===== config.mk =====
export PLATFORM = sky130hd
export DESIGN_NAME = calendar_date_arithmetic
export DESIGN_NICKNAME = d
export VERILOG_FILES = /design/src/hw/rtl/cda_pkg.sv /design/src/hw/rtl/cda_to_serial.sv /design/src/hw/rtl/cda_from_serial.sv /design/src/hw/rtl/calendar_date_arithmetic.sv
export SDC_FILE = /design/constraint.sdc
export NUM_CORES = 2
export LEC_CHECK = 0
export BUFFER_PORTS_ARGS = -buffer_cell sky130_fd_sc_hd__buf_2
export CAP_MARGIN = 0
export CORE_ASPECT_RATIO = 0.7
export CORE_MARGIN = 2
export CORE_UTILIZATION = 50
export DETAILED_ROUTE_END_ITERATION = 6
export PLACE_DENSITY = 0.68
export SKIP_LAST_GASP = 1
export SYNTH_ARGS = -nofsm -noshare
export SYNTH_HDL_FRONTEND = slang
export SYNTH_SLANG_ARGS = --single-unit
export TNS_END_PERCENT = 10

===== constraint.sdc =====
create_clock -name clk -period 45.1 [get_ports clk]
set_clock_uncertainty 0.1 [all_clocks]
set_input_delay 9.02 -clock clk [delete_from_list [all_inputs] [get_ports clk]]
set_output_delay 9.02 -clock clk [all_outputs]
set_load 0.02 [all_outputs]

===== src/hw/rtl/cda_pkg.sv =====
// Shared constants, field widths, reciprocal constants and calendar tables
// for the calendar date arithmetic block. No dependencies.
package cda_pkg;

    // Default upper year limit
    localparam int unsigned CDA_MAX_YEAR = 9999;

    // Field widths
    localparam int OP_W    = 2;
    localparam int YEAR_W  = 14;
    localparam int MON_W   = 4;
    localparam int DAY_W   = 5;
    localparam int CNT_W   = 20;
    localparam int DIFF_W  = 22;

    // Internal widths: saturated year (covers limit up to 65535), day serial,
    // serial of the start of a year, decoded year, day of year
    localparam int KY_W    = 16;
    localparam int SER_W   = 26;
    localparam int BASE_W  = 25;
    localparam int FY_W    = 18;
    localparam int DOY_W   = 9;

    // Stage count before the output register, and the combine stage index
    localparam int PIPE_DEPTH = 12;
    localparam int C_STAGE    = 3;

    // Operation codes
    localparam logic [OP_W-1:0] OP_ADD  = 2'd0;
    localparam logic [OP_W-1:0] OP_SUB  = 2'd1;
    localparam logic [OP_W-1:0] OP_DIFF = 2'd2;

    localparam logic [DIFF_W-1:0] DIFF_MAX = '1;

    // Cycle lengths in days
    localparam int DAYS_400Y = 146097;
    localparam int DAYS_100Y = 36524;
    localparam int DAYS_4Y   = 1461;
    localparam int DAYS_1Y   = 365;

    // Reciprocals, rounded up, for exact division of bounded values
    localparam logic [17:0] RCP_100   = 18'(((64'd1 << 24) + 64'd99) / 64'd100);
    localparam logic [27:0] RCP_400Y  = 28'(((64'd1 << 44) + 64'd146096) / 64'd146097);
    localparam logic [18:0] RCP_100Y  = 19'(((64'd1 << 34) + 64'd36523) / 64'd36524);
    localparam logic [16:0] RCP_4Y    = 17'(((64'd1 << 27) + 64'd1460) / 64'd1461);
    localparam logic [11:0] RCP_1Y    = 12'(((64'd1 << 20) + 64'd364) / 64'd365);

    // Control and payload carried alongside the arithmetic
    typedef struct packed {
        logic [OP_W-1:0]   op;
        logic [YEAR_W-1:0] year;
        logic [MON_W-1:0]  month;
        logic [DAY_W-1:0]  day;
        logic [CNT_W-1:0]  cnt;
        logic              gt;
        logic              eq;
        logic              bad;
        logic [DIFF_W-1:0] diff;
    } ctl_t;

    // Length of a month (month already in 1..12)
    function automatic logic [DAY_W-1:0] month_len(input logic [MON_W-1:0] m,
                                                    input logic leap);
        logic [DAY_W-1:0] len;
        case (m)
            4'd2:                      len = leap ? 5'd29 : 5'd28;
            4'd4, 4'd6, 4'd9, 4'd11:   len = 5'd30;
            default:                   len = 5'd31;
        endcase
        return len;
    endfunction

    // Days in the year before the first of a month
    function automatic logic [DOY_W-1:0] cum_days(input logic [MON_W-1:0] m,
                                                   input logic leap);
        logic [DOY_W-1:0] base;
        case (m)
            4'd2:    base = 9'd31;
            4'd3:    base = 9'd59;
            4'd4:    base = 9'd90;
            4'd5:    base = 9'd120;
            4'd6:    base = 9'd151;
            4'd7:    base = 9'd181;
            4'd8:    base = 9'd212;
            4'd9:    base = 9'd243;
            4'd10:   base = 9'd273;
            4'd11:   base = 9'd304;
            4'd12:   base = 9'd334;
            default: base = 9'd0;
        endcase
        return base + DOY_W'(leap && (m > 4'd2));
    endfunction

endpackage


===== src/hw/rtl/cda_to_serial.sv =====
// Three-stage conversion of a date into a day serial (0 = year 1, Jan 1),
// saturating malformed fields first. Depends on cda_pkg.
module cda_to_serial
    import cda_pkg::*;
#(
    parameter int unsigned MAX_YEAR = CDA_MAX_YEAR
)
(
    input  logic              clk,
    input  logic              en,
    input  logic [YEAR_W-1:0] year,
    input  logic [MON_W-1:0]  month,
    input  logic [DAY_W-1:0]  day,
    output logic [SER_W-1:0]  serial
);

    logic [KY_W-1:0]   k_reg, k_next;
    logic [33:0]       prod_reg, prod_next;
    logic [MON_W-1:0]  m1_reg, m1_next;
    logic [DAY_W-1:0]  d1_reg;

    logic [BASE_W-1:0] base_reg, base_next;
    logic              leap_reg, leap_next;
    logic [MON_W-1:0]  m2_reg;
    logic [DAY_W-1:0]  d2_reg;

    logic [SER_W-1:0]  serial_reg, serial_next;

    logic [KY_W-1:0]   y_ext;
    logic [KY_W-1:0]   ys;
    logic [9:0]        q;
    logic [KY_W-1:0]   r100;
    logic [DAY_W-1:0]  len;
    logic [DAY_W-1:0]  ds;

    // Saturate year and month, start the divide of year-1 by 100
    always_comb
    begin
        y_ext = KY_W'(year);
        if (y_ext == '0)
            ys = KY_W'(1);
        else if (y_ext > KY_W'(MAX_YEAR))
            ys = KY_W'(MAX_YEAR);
        else
            ys = y_ext;
        if (month == '0)
            m1_next = 4'd1;
        else if (month > 4'd12)
            m1_next = 4'd12;
        else
            m1_next = month;
        k_next    = ys - KY_W'(1);
        prod_next = 34'(k_next) * 34'(RCP_100);
    end

    // Leap flag and serial of January 1
    always_comb
    begin
        q         = prod_reg[33:24];
        r100      = k_reg - KY_W'(KY_W'(q) * KY_W'(100));
        leap_next = ((k_reg[1:0] == 2'b11) && (r100 != KY_W'(99)))
                    || ((r100 == KY_W'(99)) && (q[1:0] == 2'b11));
        base_next = BASE_W'(k_reg) * BASE_W'(365) + BASE_W'(k_reg >> 2)
                    - BASE_W'(q) + BASE_W'(q >> 2);
    end

    // Saturate the day and add the day of year
    always_comb
    begin
        len = month_len(m2_reg, leap_reg);
        if (d2_reg == '0)
            ds = 5'd1;
        else if (d2_reg > len)
            ds = len;
        else
            ds = d2_reg;
        serial_next = SER_W'(base_reg) + SER_W'(cum_days(m2_reg, leap_reg))
                      + SER_W'(ds) - SER_W'(1);
    end

    // Advance the stages
    always_ff @(posedge clk)
    begin
        if (en)
        begin
            k_reg      <= k_next;
            prod_reg   <= prod_next;
            m1_reg     <= m1_next;
            d1_reg     <= day;
            base_reg   <= base_next;
            leap_reg   <= leap_next;
            m2_reg     <= m1_reg;
            d2_reg     <= d1_reg;
            serial_reg <= serial_next;
        end
    end

    assign serial = serial_reg;

endmodule


===== src/hw/rtl/cda_from_serial.sv =====
// Nine-stage conversion of a day serial back into year, month and day,
// dividing by the 400, 100, 4 and 1 year cycles. Depends on cda_pkg.
module cda_from_serial
    import cda_pkg::*;
(
    input  logic             clk,
    input  logic             en,
    input  logic [SER_W-1:0] serial,
    output logic [FY_W-1:0]  year,
    output logic [MON_W-1:0] month,
    output logic [DAY_W-1:0] day
);

    logic [SER_W-1:0] s1_reg, s2_reg;
    logic [53:0]      p1_reg, p1_next;
    logic [9:0]       n400_3_reg, n400_4_reg, n400_5_reg, n400_6_reg, n400_7_reg, n400_8_reg;
    logic [17:0]      r_reg, r4_reg, r_next;
    logic [36:0]      p2_reg, p2_next;
    logic [1:0]       n100_5_reg, n100_6_reg, n100_7_reg, n100_8_reg, n100_next;
    logic [15:0]      r2_reg, r2b_reg, r2_next;
    logic [32:0]      p3_reg, p3_next;
    logic [4:0]       n4_7_reg, n4_8_reg, n4_next;
    logic [10:0]      r3_reg, r3b_reg, r3_next;
    logic [22:0]      p4_reg, p4_next;
    logic [DOY_W-1:0] doy_reg, doy_next;
    logic [FY_W-1:0]  year_reg, year_next;
    logic             leap_reg, leap_next;

    logic [9:0]       n400;
    logic [2:0]       q100;
    logic [2:0]       q1;
    logic [1:0]       n1;
    logic [MON_W-1:0] mo;

    // Divide steps: a reciprocal multiply, then a remainder, for each cycle length
    always_comb
    begin
        p1_next   = 54'(s1_reg) * 54'(RCP_400Y);
        n400      = p1_reg[53:44];
        r_next    = 18'(s2_reg - SER_W'(n400) * SER_W'(DAYS_400Y));
        p2_next   = 37'(r_reg) * 37'(RCP_100Y);
        q100      = p2_reg[36:34];
        n100_next = (q100 > 3'd3) ? 2'd3 : q100[1:0];
        r2_next   = 16'(r4_reg - 18'(n100_next) * 18'(DAYS_100Y));
        p3_next   = 33'(r2_reg) * 33'(RCP_4Y);
        n4_next   = p3_reg[31:27];
        r3_next   = 11'(r2b_reg - 16'(n4_next) * 16'(DAYS_4Y));
        p4_next   = 23'(r3_reg) * 23'(RCP_1Y);
        q1        = p4_reg[22:20];
        n1        = (q1 > 3'd3) ? 2'd3 : q1[1:0];
        doy_next  = DOY_W'(r3b_reg - 11'(n1) * 11'(DAYS_1Y));
        year_next = FY_W'(n400_8_reg) * FY_W'(400) + FY_W'(n100_8_reg) * FY_W'(100)
                    + FY_W'(n4_8_reg) * FY_W'(4) + FY_W'(n1) + FY_W'(1);
        leap_next = (n1 == 2'd3) && ((n4_8_reg != 5'd24) || (n100_8_reg == 2'd3));
    end

    // Advance the stages
    always_ff @(posedge clk)
    begin
        if (en)
        begin
            s1_reg     <= serial;
            s2_reg     <= s1_reg;
            p1_reg     <= p1_next;
            n400_3_reg <= n400;
            r_reg      <= r_next;
            n400_4_reg <= n400_3_reg;
            p2_reg     <= p2_next;
            r4_reg     <= r_reg;
            n400_5_reg <= n400_4_reg;
            n100_5_reg <= n100_next;
            r2_reg     <= r2_next;
            n400_6_reg <= n400_5_reg;
            n100_6_reg <= n100_5_reg;
            p3_reg     <= p3_next;
            r2b_reg    <= r2_reg;
            n400_7_reg <= n400_6_reg;
            n100_7_reg <= n100_6_reg;
            n4_7_reg   <= n4_next;
            r3_reg     <= r3_next;
            n400_8_reg <= n400_7_reg;
            n100_8_reg <= n100_7_reg;
            n4_8_reg   <= n4_7_reg;
            p4_reg     <= p4_next;
            r3b_reg    <= r3_reg;
            doy_reg    <= doy_next;
            year_reg   <= year_next;
            leap_reg   <= leap_next;
        end
    end

    // Find the month by comparing against the month starts
    always_comb
    begin
        mo = 4'd1;
        for (int i = 2; i <= 12; i++)
        begin
            if (doy_reg >= cum_days(MON_W'(i), leap_reg))
                mo = MON_W'(i);
        end
    end

    assign year  = year_reg;
    assign month = mo;
    assign day   = DAY_W'(doy_reg - cum_days(mo, leap_reg)) + DAY_W'(1);

endmodule


===== src/hw/rtl/calendar_date_arithmetic.sv =====
// Calendar date arithmetic top level: input capture, operation stage,
// result selection and output register. Depends on cda_pkg,
// cda_to_serial and cda_from_serial.
//
// Usage:
//   Slave channel s_axis_* takes one request per handshake: the operation
//   in tuser, both dates and the day count in tdata. Master channel m_axis_*
//   returns one result per request in the same order: result date, day
//   difference and compare flags in tdata, the out-of-range flag in tuser.
//   The datapath is a 13-stage pipeline: two date-to-serial converters
//   (3 stages), a combinational add/subtract/difference step and a
//   serial-to-date converter (9 stages, dividing by constant-reciprocal
//   multiplies) plus the output register. A new request can enter every
//   cycle unless the output is stalled, so throughput is one item per
//   cycle. When the receiver holds m_axis_tready low with a result pending,
//   the whole pipeline freezes and s_axis_tready drops; nothing is lost or
//   repeated. Reset clears all valid bits; the block is ready right after.
module calendar_date_arithmetic
    import cda_pkg::*;
#(
    parameter int unsigned MAX_YEAR = CDA_MAX_YEAR
)
(
    input  logic        clk,
    input  logic        rst_n,
    input  logic        s_axis_tvalid,
    output logic        s_axis_tready,
    // year[13:0], month[17:14], day[22:18], day_count[42:23],
    // other_year[56:43], other_month[60:57], other_day[65:61], zero[71:66]
    input  logic [71:0] s_axis_tdata,
    // op[1:0]
    input  logic [1:0]  s_axis_tuser,
    output logic        m_axis_tvalid,
    input  logic        m_axis_tready,
    // res_year[13:0], res_month[17:14], res_day[22:18],
    // day_difference[44:23], is_greater[45], is_equal[46], zero[47]
    output logic [47:0] m_axis_tdata,
    // out_of_range[0]
    output logic        m_axis_tuser
);

    logic              en;
    logic [PIPE_DEPTH-1:0] valid_reg;
    ctl_t              ctl_reg [PIPE_DEPTH];
    ctl_t              in_ctl, ctl_c, ctl_last;
    logic              out_valid_reg;
    logic [47:0]       out_data_reg, out_data_next;
    logic              out_oor_reg, out_oor_next;

    logic [YEAR_W-1:0] oyear;
    logic [MON_W-1:0]  omonth;
    logic [DAY_W-1:0]  oday;
    logic [SER_W-1:0]  sa, sb, s_c, dabs;
    logic [FY_W-1:0]   fy;
    logic [MON_W-1:0]  fm;
    logic [DAY_W-1:0]  fd;

    logic              arith;
    logic              bad;
    logic [YEAR_W-1:0] ry;
    logic [MON_W-1:0]  rm;
    logic [DAY_W-1:0]  rd;
    logic [DIFF_W-1:0] rdiff;

    // Advance everything unless a result is stuck at the output
    assign en            = !out_valid_reg || m_axis_tready;
    assign s_axis_tready = en;

    // Unpack the request and compare the raw dates
    always_comb
    begin
        in_ctl.op    = s_axis_tuser;
        in_ctl.year  = s_axis_tdata[13:0];
        in_ctl.month = s_axis_tdata[17:14];
        in_ctl.day   = s_axis_tdata[22:18];
        in_ctl.cnt   = s_axis_tdata[42:23];
        oyear        = s_axis_tdata[56:43];
        omonth       = s_axis_tdata[60:57];
        oday         = s_axis_tdata[65:61];
        in_ctl.gt    = (in_ctl.year > oyear)
                       || ((in_ctl.year == oyear) && (in_ctl.month > omonth))
                       || ((in_ctl.year == oyear) && (in_ctl.month == omonth)
                           && (in_ctl.day > oday));
        in_ctl.eq    = (in_ctl.year == oyear) && (in_ctl.month == omonth)
                       && (in_ctl.day == oday);
        in_ctl.bad   = 1'b0;
        in_ctl.diff  = '0;
    end

    cda_to_serial #(.MAX_YEAR(MAX_YEAR)) u_ser_a
    (
        .clk    (clk),
        .en     (en),
        .year   (in_ctl.year),
        .month  (in_ctl.month),
        .day    (in_ctl.day),
        .serial (sa)
    );

    cda_to_serial #(.MAX_YEAR(MAX_YEAR)) u_ser_b
    (
        .clk    (clk),
        .en     (en),
        .year   (oyear),
        .month  (omonth),
        .day    (oday),
        .serial (sb)
    );

    // Add, subtract or take the distance of the serials
    always_comb
    begin
        ctl_c = ctl_reg[C_STAGE-1];
        s_c   = sa;
        dabs  = (sa > sb) ? (sa - sb) : (sb - sa);
        if ((ctl_c.op == OP_ADD) || (ctl_c.op == OP_SUB))
        begin
            ctl_c.diff = '0;
            if (ctl_c.op == OP_ADD)
            begin
                ctl_c.bad = 1'b0;
                s_c       = sa + SER_W'(ctl_c.cnt);
            end
            else
            begin
                ctl_c.bad = SER_W'(ctl_c.cnt) > sa;
                s_c       = sa - SER_W'(ctl_c.cnt);
            end
        end
        else
        begin
            ctl_c.bad  = 1'b0;
            ctl_c.diff = (dabs > SER_W'(DIFF_MAX)) ? DIFF_MAX : dabs[DIFF_W-1:0];
        end
    end

    cda_from_serial u_date
    (
        .clk    (clk),
        .en     (en),
        .serial (s_c),
        .year   (fy),
        .month  (fm),
        .day    (fd)
    );

    // Hold request fields alongside the datapath
    always_ff @(posedge clk)
    begin
        if (en)
        begin
            ctl_reg[0] <= in_ctl;
            for (int i = 1; i < PIPE_DEPTH; i++)
            begin
                ctl_reg[i] <= (i == C_STAGE) ? ctl_c : ctl_reg[i-1];
            end
        end
    end

    // Pick the result date and flags
    always_comb
    begin
        ctl_last = ctl_reg[PIPE_DEPTH-1];
        arith    = (ctl_last.op == OP_ADD) || (ctl_last.op == OP_SUB);
        bad      = ctl_last.bad || (fy > FY_W'(MAX_YEAR));
        ry       = ctl_last.year;
        rm       = ctl_last.month;
        rd       = ctl_last.day;
        rdiff    = ctl_last.diff;
        out_oor_next = 1'b0;
        if (arith)
        begin
            if (bad)
                out_oor_next = 1'b1;
            else
            begin
                ry = fy[YEAR_W-1:0];
                rm = fm;
                rd = fd;
            end
        end
        out_data_next = {1'b0, ctl_last.eq, ctl_last.gt, rdiff, rd, rm, ry};
    end

    // Advance valid bits
    always_ff @(posedge clk or negedge rst_n)
    begin
        if (!rst_n)
        begin
            valid_reg     <= '0;
            out_valid_reg <= 1'b0;
        end
        else if (en)
        begin
            valid_reg     <= {valid_reg[PIPE_DEPTH-2:0], s_axis_tvalid};
            out_valid_reg <= valid_reg[PIPE_DEPTH-1];
        end
    end

    // Output register
    always_ff @(posedge clk)
    begin
        if (en)
        begin
            out_data_reg <= out_data_next;
            out_oor_reg  <= out_oor_next;
        end
    end

    assign m_axis_tvalid = out_valid_reg;
    assign m_axis_tdata  = out_data_reg;
    assign m_axis_tuser  = out_oor_reg;

endmodule


Word level (Yosys, flattened, before mapping)
Memory sizes are Yosys's and may differ from the RTL's. A register that Yosys moved wholly into a read port is not among the register bits.
Index checks and enable logic that the tools add are counted.
W data, S select, Z words.
- reductions and logical operators: 34
- multiply operators: 16
- muxes and demuxes: 44
- add/subtract/negate cells: 43
- equal/unequal tests: 26
- magnitude comparators: 29
- operators with widths (kind ; count):
    $mux W14 ; 6
    $mux W26 ; 3
    $mul A16 B18 Y34 const B ; 2
    $ge A9 B9 Y1 ; 7
    $add A25 B9 Y26 ; 2
    $add A26 B5 Y26 ; 2
    $sub A26 B1 Y26 const B ; 2
    $sub A26 B26 Y26 ; 2
    $add A25 B14 Y25 ; 2
    $add A25 B8 Y25 ; 2
    $mul A16 B9 Y25 const B ; 2
    $mul A26 B24 Y50 const B ; 1
    $sub A25 B10 Y25 ; 2
    $sub A16 B16 Y16 ; 3
    $mux W4 ; 11
    $mul A18 B19 Y37 const B ; 1
    $add A8 B1 Y9 const A ; 4
    $eq A16 B7 Y1 const B ; 2
    $ne A16 B7 Y1 const B ; 2
    $mul A16 B15 Y30 const B ; 1
    $mux W5 ; 6
    $sub A14 B1 Y15 const B ; 2
    $gt A14 B14 Y1 const B ; 2
    $logic_not A14 Y1 ; 2
    other kinds (60) ; 121
- output and inout bits: 51
- bits of input ports: 78
- word-level logic and storage cells: 247
- flip-flop bits (word level): 666
- memories: 4
- memory bits (read-only): 432
- memory bits (writable): 840
- memories (memory ; words ; bits a word ; read ports ; clocked after Yosys merged registers in ; write ports ; line ; RTL):
    ctl_reg ; 12 ; 70 ; 12 ; 0 ; 12 ; calendar_date_arithmetic.sv:44 ; ctl_t ctl_reg [PIPE_DEPTH];
    (name not given) ; 16 ; 9 ; 1 ; 0 ; 0 ; cda_pkg.sv:77 ; case (m)
    (name not given) ; 16 ; 9 ; 1 ; 1 ; 0 ; cda_pkg.sv:77 ;
    (name not given) ; 16 ; 9 ; 1 ; 1 ; 0 ; cda_pkg.sv:77 ;

Logic depth before layout (Yosys ltp)
- word-level depth: 19
- depth in mapped cells: 36
- mapped depth without buffers: 35

Modules after synthesis
Synthesis repeated with hierarchy kept, for this count alone.
- cell total of the unflattened synthesis: 8007
- area, all modules: 94604.5 sq um
- modules (own cells, without submodules) (module ; area each (sq um) ; cells each ; times used ; sequential area each (sq um)):
    cda_from_serial ; 36349.9 ; 3229 ; 1 ; 7357.1
    calendar_date_arithmetic ; 25745.9 ; 1598 ; 1 ; 19243.5
    cda_to_serial at u_ser_b ; 16288.1 ; 1607 ; 1 ; 3062.9
    cda_to_serial at u_ser_a ; 16220.6 ; 1573 ; 1 ; 3062.9

Worst setup path after synthesis
Ideal clock, no wire load.
- path kind: input -> output
- from: input port m_axis_tready
- to: output port s_axis_tready
- arrival: 38.550 ns
- required time: 35.980 ns
- path slack: -2.570 ns
- path buffers: 3
- stages: 4
- cell sequence: nand2b_1 clkbuf_1 buf_1 clkbuf_1
- word-level cells in the longest chain between the ends: 1
- ends and longest elaborated chain (what ; line ; RTL):
    start: declaration ; calendar_date_arithmetic.sv:34 ; input logic m_axis_tready,
    $logic_or A1 B1 Y1 ; calendar_date_arithmetic.sv:66 ; assign en = !out_valid_reg || m_axis_tready;
    end: declaration ; calendar_date_arithmetic.sv:27 ; output logic s_axis_tready,
No other way between the ends.

Worst setup path in the final report
Ends and elaborated chain as after synthesis.

==> impl_metrics.toml <==
[outcome]
outcome = "complete, but fails checks"
violations = "design-rule violations"

[final_layout]
layout-area-overhead-vs-synth_pct = 7.99
final_common_cell = "inv_1"
final_cell_mix = "inv_1 (1804), ha_1 (1554), edfxtp_1 (1055)"
largest_register_ff_count = 574
multiInputGateArea_um2 = 52200
num-nets-final = 10400
nFillCells = 15300
seqCellArea_um2 = 32400
drive_gt1_share_pct = 4.96

[cts]
root_buffer = "clkbuf_16"
clock_path_buffers = 3
cts_resized = 0
insertion_delay_ns = 0.74
cts_max_level = 3
cts_tree = "yes"
cts_hold_buf = 0
cts_inserted_buffers = 106
post_cts_buffers = 0
path_clk_slew_ns = 0.06
clock_sinks = 1086

[drt]
ant_nets = 0
firstDrtPassIters = 7
drt_wl_total_um = 184000
drc = 1
drtIter0Drc = 3676
dr_total_vias = 53100
wl_per_cell_um = 17.7
avgViaCountPerCell = 5.11

[setup_path]
crit_path_frequent_cell = "buf_2"
critical_path_arrival_ns = 10.01
crit_type = "input port to primary output"
startpoint_type = "input port"
crit_required_ns = 35.98
critical-path-max-stage-delay_ns = 0.53
crit_chain = "buf_2, nand2b_4, buf_2"
slowest_stage = "nand2b_4"
critPathCaptureType = "primary output"
critPathMaxFanout = 44

[placed_design]
dpl.hpwl_um = 149000
gp_congestion = 0.919
pre_cts_ws_ns = 25.95
port_buffers = 121

[grt]
track_usage_pct = 20.3
grt_max_degree = 171
antenna_found_initial = 5
grt_pass1_wl_um = 300000
overflow = 0
grt_pass1_vias = 55300

[synthesis]
synth_nets = 10200
ys.flop_type = "edfxtp_1"
syn_area_um2 = 91600
synthCells = 7641
yosysUniqueCellTypes = 85
yosysSeqAreaShare_pct = 35.3
ys_ff_latch = 1086
yosys_warnings = 0
syn-mean-instance-area_um2 = 12.0
synthArstFlopShare_pct = 1.20
synth_edf_count = 1055

[floorplan]
core_um2 = 182000
start_util_pct = 50.3
io_pins = 129
num_rows = 131
fp.dieArea_um2 = 187000
die_width_um = 516
die_h_um = 362

[sta]
fmax_mhz = 52.3
min_period_ns = 19.13
hold_slack_ns = 0.276
hold_viol_final = 0
layout_setup_ws_ns = 25.97
max-slew-margin-rel_pct = 23.1
rsz0062_at_grt = "false"
finalMaxSlewViolations = 0
tightest_slew_ns = 1.15
tns_ns = 0
fin_crit_sh_pct = 42.4
setup_violations = 0

[worst_hold_path]
hp-class = "flop to flop"

[run]
max_cap_viol_count = 0
critical path, delay by kind of cell:
| kind | cells | cell delay (ns) |
|---|---|---|
| buffers and inverters | 2 | 0.45 |
| AND/OR/NAND/NOR | 1 | 0.53 |
per-stage QoR:
stage | std cells | util [%] | cell area, µm²
2_1_floorplan | 7641 | - | 91600
3_3_place_gp | 10200 | 52.3 | 95200
3_5_place_dp | 10200 | 52.3 | 95200
4_1_cts | 10400 | 54.3 | 98900
5_1_grt | 10400 | 54.3 | 98900
6_report | 10400 | 54.3 | 98900
cell type report:
type | instances | area share, %
timing repair buffer | 141 | 0.789
tap | 2460 | 3.11
inverter | 1804 | 6.85
clock inverter | 76 | 0.950
antenna | 2 | 0.00506
clock buffer | 123 | 2.82
sequential | 1086 | 32.7
multi-input combinational | 4687 | 52.8
per-layer routing:
metal	routed length, µm	global-route usage [%]	up-vias
met2	80000	30.6	1059
met1	90400	31.0	26100
li1	-	-	25800
met5	0	0	-
met3	9800	3.45	180
met4	3240	3.85	0
kinds of logic after synthesis:
family / share of synthesized area [%]
AND/OR/NAND/NOR: 4.60
other: 0.00409
XOR/XNOR: 3.33
AO/OA/AOI/OAI: 6.26
adder cells (fa/ha/maj): 42.0
multiplexers: 0.734
buffers and inverters: 7.70
flip-flops: 35.3
Yosys cell counts (12+ instances only):
master    count  area, µm²
and2_1       20        125
edfxtp_1   1055      31700
a21o_1       92        691
o21ai_0     179        896
nand2_1     198        743
nor2_1      247        927
o211ai_1     20        150
nor3_1       86        430
o21bai_1     52        390
a31oi_1      22        138
xor2_1       99        867
dfrtp_1      13        325
and3_1       26        163
nand4_1      40        250
xnor2_1     249       2180
nor2b_1      68        425
mux2_2       41        462
a21oi_1     300       1500
fa_1        952      19100
or3_1        12       75.1
o21a_1       77        578
or2_2        14       87.6
nor4_1       19        119
ha_1       1554      19400
inv_1      1804       6770
dfxtp_1      18        360
nand3_1      47        235
clkbuf_1     49        184
nand2b_1     51        319
mux2i_1      21        210
a211oi_1     38        285
path summary, 6_finish.rpt:
kind | slack (ns) | cells past startpoint | start | endpoint
max reg2reg | 37.64 | 22 | u_date.s1_reg[0] | u_date.p1_reg[52]
max | 25.97 | 3 | m_axis_tready | s_axis_tready
min | 0.28 | 0 | ctl_reg[2][227] | m_axis_tdata[40]
min reg2reg | 0.28 | 0 | ctl_reg[2][227] | m_axis_tdata[40]
min in group asynchronous | 8.05 | 1 | rst_n | valid_reg[2]
max in group asynchronous | 36.62 | 1 | rst_n | valid_reg[8]
Power is left out: the tool's default activity adds up to more than one toggle a clock period on the data nets, which glitch-free logic cannot reach.
